**src/hw/rtl/hfa_pkg.sv**
```systemverilog
// Shared types and constants of the hemicube form-factor accumulator.
`default_nettype none
package hfa_pkg;

    localparam int MODE_W  = 2;
    localparam int CODE_W  = 24;
    localparam int COORD_W = 6;
    localparam int ENTRY_W = 10;
    localparam int FF_W    = 16;
    localparam int PC_W    = 11;
    localparam int ACC_W   = 32;
    localparam int DIV_W   = 64;

    localparam logic [MODE_W-1:0] MODE_CLEAR = 2'd0;
    localparam logic [MODE_W-1:0] MODE_ACCUM = 2'd1;
    localparam logic [MODE_W-1:0] MODE_READ  = 2'd2;

    localparam logic [FF_W-1:0]  FF_MAX  = 16'hFFFF;
    localparam logic [ACC_W-1:0] ACC_MAX = 32'hFFFF_FFFF;

    // Commands from the controller to the datapath.
    typedef struct packed {
        logic load;
        logic geo1;
        logic geo2;
        logic geo3;
        logic start_w;
        logic start_n;
        logic bin_wr;
        logic ff_take;
        logic clr_step;
        logic out_load;
    } t_dp_cmd;

    // Status from the datapath to the controller.
    typedef struct packed {
        logic [MODE_W-1:0] mode;
        logic              hit;
        logic              rd_ok;
        logic              clr_last;
        logic              div_busy;
    } t_dp_status;

endpackage
`default_nettype wire

```
**src/hw/rtl/hfa_ctrl.sv**
```systemverilog
// Controller state machine of the accumulator.
`default_nettype none
module hfa_ctrl
    import hfa_pkg::*;
(
    input  wire logic       i_clk,
    input  wire logic       i_rst_n,
    input  wire logic       i_in_valid,
    output logic            o_in_ready,
    input  wire logic       i_out_ready,
    output logic            o_out_valid,
    input  wire t_dp_status i_status,
    output t_dp_cmd         o_cmd
);
    typedef enum logic [3:0] {
        S_CLR, S_IDLE, S_DISPATCH, S_G1, S_G2, S_G3, S_WSTART, S_WDIV,
        S_BWR, S_NSTART, S_NDIV, S_DONE
    } t_state;

    t_state r_state;
    t_state n_state;
    logic   r_reply;
    logic   n_reply;
    logic   out_free;

    assign out_free   = !o_out_valid || i_out_ready;
    assign o_in_ready = (r_state == S_IDLE);

    always_comb begin
        o_cmd   = '0;
        n_state = r_state;
        n_reply = r_reply;
        case (r_state)
            S_CLR: begin
                o_cmd.clr_step = 1'b1;
                if (i_status.clr_last) begin
                    n_state = r_reply ? S_DONE : S_IDLE;
                end
            end
            S_IDLE: begin
                if (i_in_valid) begin
                    o_cmd.load = 1'b1;
                    n_state    = S_DISPATCH;
                end
            end
            S_DISPATCH: begin
                case (i_status.mode)
                    MODE_CLEAR: begin
                        n_reply = 1'b1;
                        n_state = S_CLR;
                    end
                    MODE_ACCUM: n_state = i_status.hit ? S_G1 : S_DONE;
                    MODE_READ:  n_state = i_status.rd_ok ? S_NSTART : S_DONE;
                    default:    n_state = S_DONE;
                endcase
            end
            S_G1: begin
                o_cmd.geo1 = 1'b1;
                n_state    = S_G2;
            end
            S_G2: begin
                o_cmd.geo2 = 1'b1;
                n_state    = S_G3;
            end
            S_G3: begin
                o_cmd.geo3 = 1'b1;
                n_state    = S_WSTART;
            end
            S_WSTART: begin
                o_cmd.start_w = 1'b1;
                n_state       = S_WDIV;
            end
            S_WDIV: begin
                if (!i_status.div_busy) begin
                    n_state = S_BWR;
                end
            end
            S_BWR: begin
                o_cmd.bin_wr = 1'b1;
                n_state      = S_DONE;
            end
            S_NSTART: begin
                o_cmd.start_n = 1'b1;
                n_state       = S_NDIV;
            end
            S_NDIV: begin
                if (!i_status.div_busy) begin
                    o_cmd.ff_take = 1'b1;
                    n_state       = S_DONE;
                end
            end
            S_DONE: begin
                if (out_free) begin
                    o_cmd.out_load = 1'b1;
                    n_state        = S_IDLE;
                end
            end
            default: n_state = S_IDLE;
        endcase
    end

    always_ff @(posedge i_clk) begin
        if (!i_rst_n) begin
            r_state     <= S_CLR;
            r_reply     <= 1'b0;
            o_out_valid <= 1'b0;
        end else begin
            r_state <= n_state;
            r_reply <= (n_state == S_CLR) ? n_reply : 1'b0;
            if (o_cmd.out_load) begin
                o_out_valid <= 1'b1;
            end else if (i_out_ready) begin
                o_out_valid <= 1'b0;
            end
        end
    end
endmodule
`default_nettype wire

```
**config.mk**
```make
export PLATFORM = sky130hd
export DESIGN_NAME = hfa_ctrl
export DESIGN_NICKNAME = d
export VERILOG_FILES = /design/src/hw/rtl/hfa_pkg.sv /design/src/hw/rtl/hfa_ctrl.sv
export SDC_FILE = /design/constraint.sdc
export NUM_CORES = 1
export LEC_CHECK = 0
export BUFFER_PORTS_ARGS = -buffer_cell sky130_fd_sc_hd__buf_2
export CAP_MARGIN = 0
export CELL_PAD_IN_SITES_DETAIL_PLACEMENT = 1
export CELL_PAD_IN_SITES_GLOBAL_PLACEMENT = 2
export CORE_UTILIZATION = 24
export CTS_BUF_LIST = sky130_fd_sc_hd__clkbuf_4
export DETAILED_ROUTE_END_ITERATION = 12
export GPL_TIMING_DRIVEN = 0
export PLACE_DENSITY_LB_ADDON = 0.1
export RECOVER_POWER = 100
export SETUP_SLACK_MARGIN = 0.2
export SYNTH_ARGS = -nofsm -noshare
export SYNTH_HDL_FRONTEND = slang
export SYNTH_SLANG_ARGS = --single-unit
```
**constraint.sdc**
```tcl
create_clock -name i_clk -period 1.7 [get_ports i_clk]
set_clock_uncertainty 0.1 [all_clocks]
set_input_delay 0.34 -clock i_clk [delete_from_list [all_inputs] [get_ports i_clk]]
set_output_delay 0.34 -clock i_clk [all_outputs]
set_load 0.01 [all_outputs]
```
==> flow_metrics.tcl <==
set metrics [dict create \
    status "finished, final reports clean" \
    die_w_um 47.3 \
    grt_util_met2_pct 30.7 \
    yosysWarnings 0 \
    setup_viol_count_final 0 \
    hp-class "input port to flop" \
    io_buffers 21 \
    synth_seq_area_share_pct 24.4 \
    wire_per_inst_um 13.0 \
    cts_tree "built" \
    synthSimpleGateAreaFrac_pct 46.4 \
    max_cap_viol_count 0 \
    gr-usage-met1_pct 20.0 \
    fp.coreArea_um2 1940 \
    synth_top_cell_area_share_pct 24.4 \
    wl_um 1760 \
    synthMuxAreaShare_pct 0 \
    cts-htree-levels 1 \
    area_growth_pct 83.8 \
    synth_compound_area_share_pct 20.6 \
    rsz0062_at_grt "yes" \
    ys_seq_elements 6 \
    ioPinCount 22 \
    cp_top_family "simple AND/OR/NAND/NOR gates" \
    critPathKind "flop to output port" \
    clock_latency_ns 0.23 \
    postCtsHoldBufs 0 \
    grt_use_total_pct 16.8 \
    yosys.area_share.adder_pct 0 \
    cts_buffer_depth 2 \
    timing.final.crit_share_pct 98.4 \
    slowest_delay_ns 0.36 \
    ant_nets 0 \
    report.final.slew_viol_count 0 \
    fin_area_um2 906 \
    synth_area_leaders "dfxtp_1, nor2_1, nor3_1" \
    grt_pass1_wl_um 2660 \
    n_antenna_cell 0 \
    viasPerCell 4.79 \
    crit_fanout 5 \
    grt_overflow 0 \
    synth_cell_types 30 \
    power_density_nw_per_um2 1360 \
    multi_input_area_um2 417 \
    vias 646 \
    antenna_found_initial 0 \
    path_clk_slew_ns 0.04 \
    cp.buffers_inverters 2 \
    place_area_um2 637 \
    path_cells "buf_6 > or2b_4 > nor3_2 > buf_2" \
    synthCells 68 \
    final-hold-violation-count 0 \
    drive_gt1_share_pct 63.0 \
    syn_area_um2 493 \
    syn-num-nets 78 \
    synth_top_cell_by_area "dfxtp_1" \
    die_h_um 47.3 \
    dieArea_um2 2240 \
    routabilityCongestion 0.711 \
    crit_slowest_cell "dfxtp_4" \
    worst_setup_path_start_kind "flop" \
    synth_top_family_by_area "simple AND/OR/NAND/NOR gates" \
    nNetsFinal 120 \
    hpwl_um 1090 \
    final_util_pct 46.6 \
    row_count 16 \
    slew-limit-headroom_pct 76.4 \
    drcViolationCount 0 \
    busiest_layer "met2" \
    fillers 252 \
    tritoncts.num_buffers 3 \
    cts_sinks 6 \
    period_needed_ns 1.67 \
    initial_core_util_pct 25.4 \
    end_kind "output port" \
    grt_max_degree 11 \
    max-vdd-ir-drop_mv 0.784 \
    first_pass_iters 4 \
    register_area_um2 135 \
    cp.arrival_ns 1.23 \
    synth-xor-area-share_pct 0 \
    grt_pass1_vias 608 \
    tightest_slew_ns 0.351 \
    grt_use_met3_pct 1.15 \
    cp.required_ns 1.26 \
    leakagePower_nw 0.419 \
    max_freq_mhz 598 \
    drt_iter0_markers 3 \
    avgSynthCellArea_um2 7.25 \
    clockRootBuffer "clkbuf_4" \
]
-- report_power, final --
group / switching [W] / internal, W / total, W
logic: 0.000411 / 0.000447 / 0.000858
clock network: 0.0000415 / 0.0000792 / 0.000121
registers: 0.0000566 / 0.000192 / 0.000249
-- kinds of logic after synthesis --
family | Yosys count
buffers and inverters | 6
AO/OA/AOI/OAI | 16
flip-flops | 6
AND/OR/NAND/NOR | 40
-- area by class of cell --
| cell class | count | area share, % |
|---|---|---|
| Inverter | 2 | 1.38 |
| Clock buffer | 3 | 2.49 |
| Multi-Input combinational cell | 56 | 46.0 |
| Buffer | 4 | 5.80 |
| Tap cell | 27 | 3.73 |
| Timing Repair Buffer | 37 | 25.7 |
| Sequential cell | 6 | 14.9 |
-- synth_stat cells --
cell / instances
a211oi_1: 1
a21bo_2: 1
a21oi_1: 4
a22oi_1: 1
and2_1: 3
and2_2: 1
and3b_1: 1
and4_1: 1
buf_2: 1
buf_4: 1
buf_6: 2
dfxtp_1: 6
inv_1: 2
nand2_1: 2
nand2b_1: 2
nand3_1: 1
nand4_1: 1
nor2_1: 11
nor2b_1: 3
nor3_1: 6
nor3b_1: 1
nor4_1: 4
nor4b_1: 1
nor4b_2: 1
o21a_1: 1
o21ai_0: 5
o21bai_1: 1
o31a_1: 1
o31ai_1: 1
or2b_1: 1
-- path summary, 6_finish.rpt --
path	slack [ns]	depth (start not counted)	from	end
max	0.03	4	r_state[2]	o_cmd[7]
min	0.28	2	i_rst_n	o_out_valid
max reg2reg	0.05	7	r_state[2]	r_state[0]
min reg2reg	0.57	2	o_out_valid	o_out_valid
-- registers in the layout, indices dropped and copies added (netlist names) --
register     cells
r_state          4
r_reply          1
o_out_valid      1
-- metal layers --
| metal | wire (um) | share of wire (%) |
|---|---|---|
| met5 | 0 | 0 |
| met4 | 17 | 0.97 |
| met3 | 48 | 2.7 |
| met2 | 916 | 52 |
| met1 | 774 | 44 |
-- through the flow --
step	setup slack, ns	power (W)	hold WS, ns	TNS (ns)	instances
finish	0.0273	0.00123	0.285	0	135
global route	-0.0289	0.00133	0.278	-0.0807	135
CTS	-0.000669	0.00111	0.268	-0.000669	131
detailed placement	-0.0217	0.000749	0.522	-0.0217	116
global placement	-0.0492	0.000756	0.519	-0.0492	116
floorplan	0.204	0.000598	0.358	0	68
-- what timing repair did --
action,CTS,global route
gates resized for setup,29,10
pin swaps,7,6
endpoints found under the setup margin,14,15
buffers inserted,12,4
-- cells in the final DEF, fill, tap and decap left out, drive strengths merged, types with 3 or more instances in the layout --
cell type,synthesis,layout
nor3,6,6
nor2b,3,3
and2,4,4
o21ai,5,5
buf,4,41
nor4,4,4
clkbuf,0,3
dfxtp,6,6
nor2,11,11
a21oi,4,4
-- worst reg2reg max path, delay by kind of cell, from the launching register on --
kind / cells / cell delay (ns)
buffers and inverters: 3 / 0.43
flip-flops: 1 / 0.35
AND/OR/NAND/NOR: 2 / 0.34
AO/OA/AOI/OAI: 2 / 0.33
(Power assumes the default switching activity.)
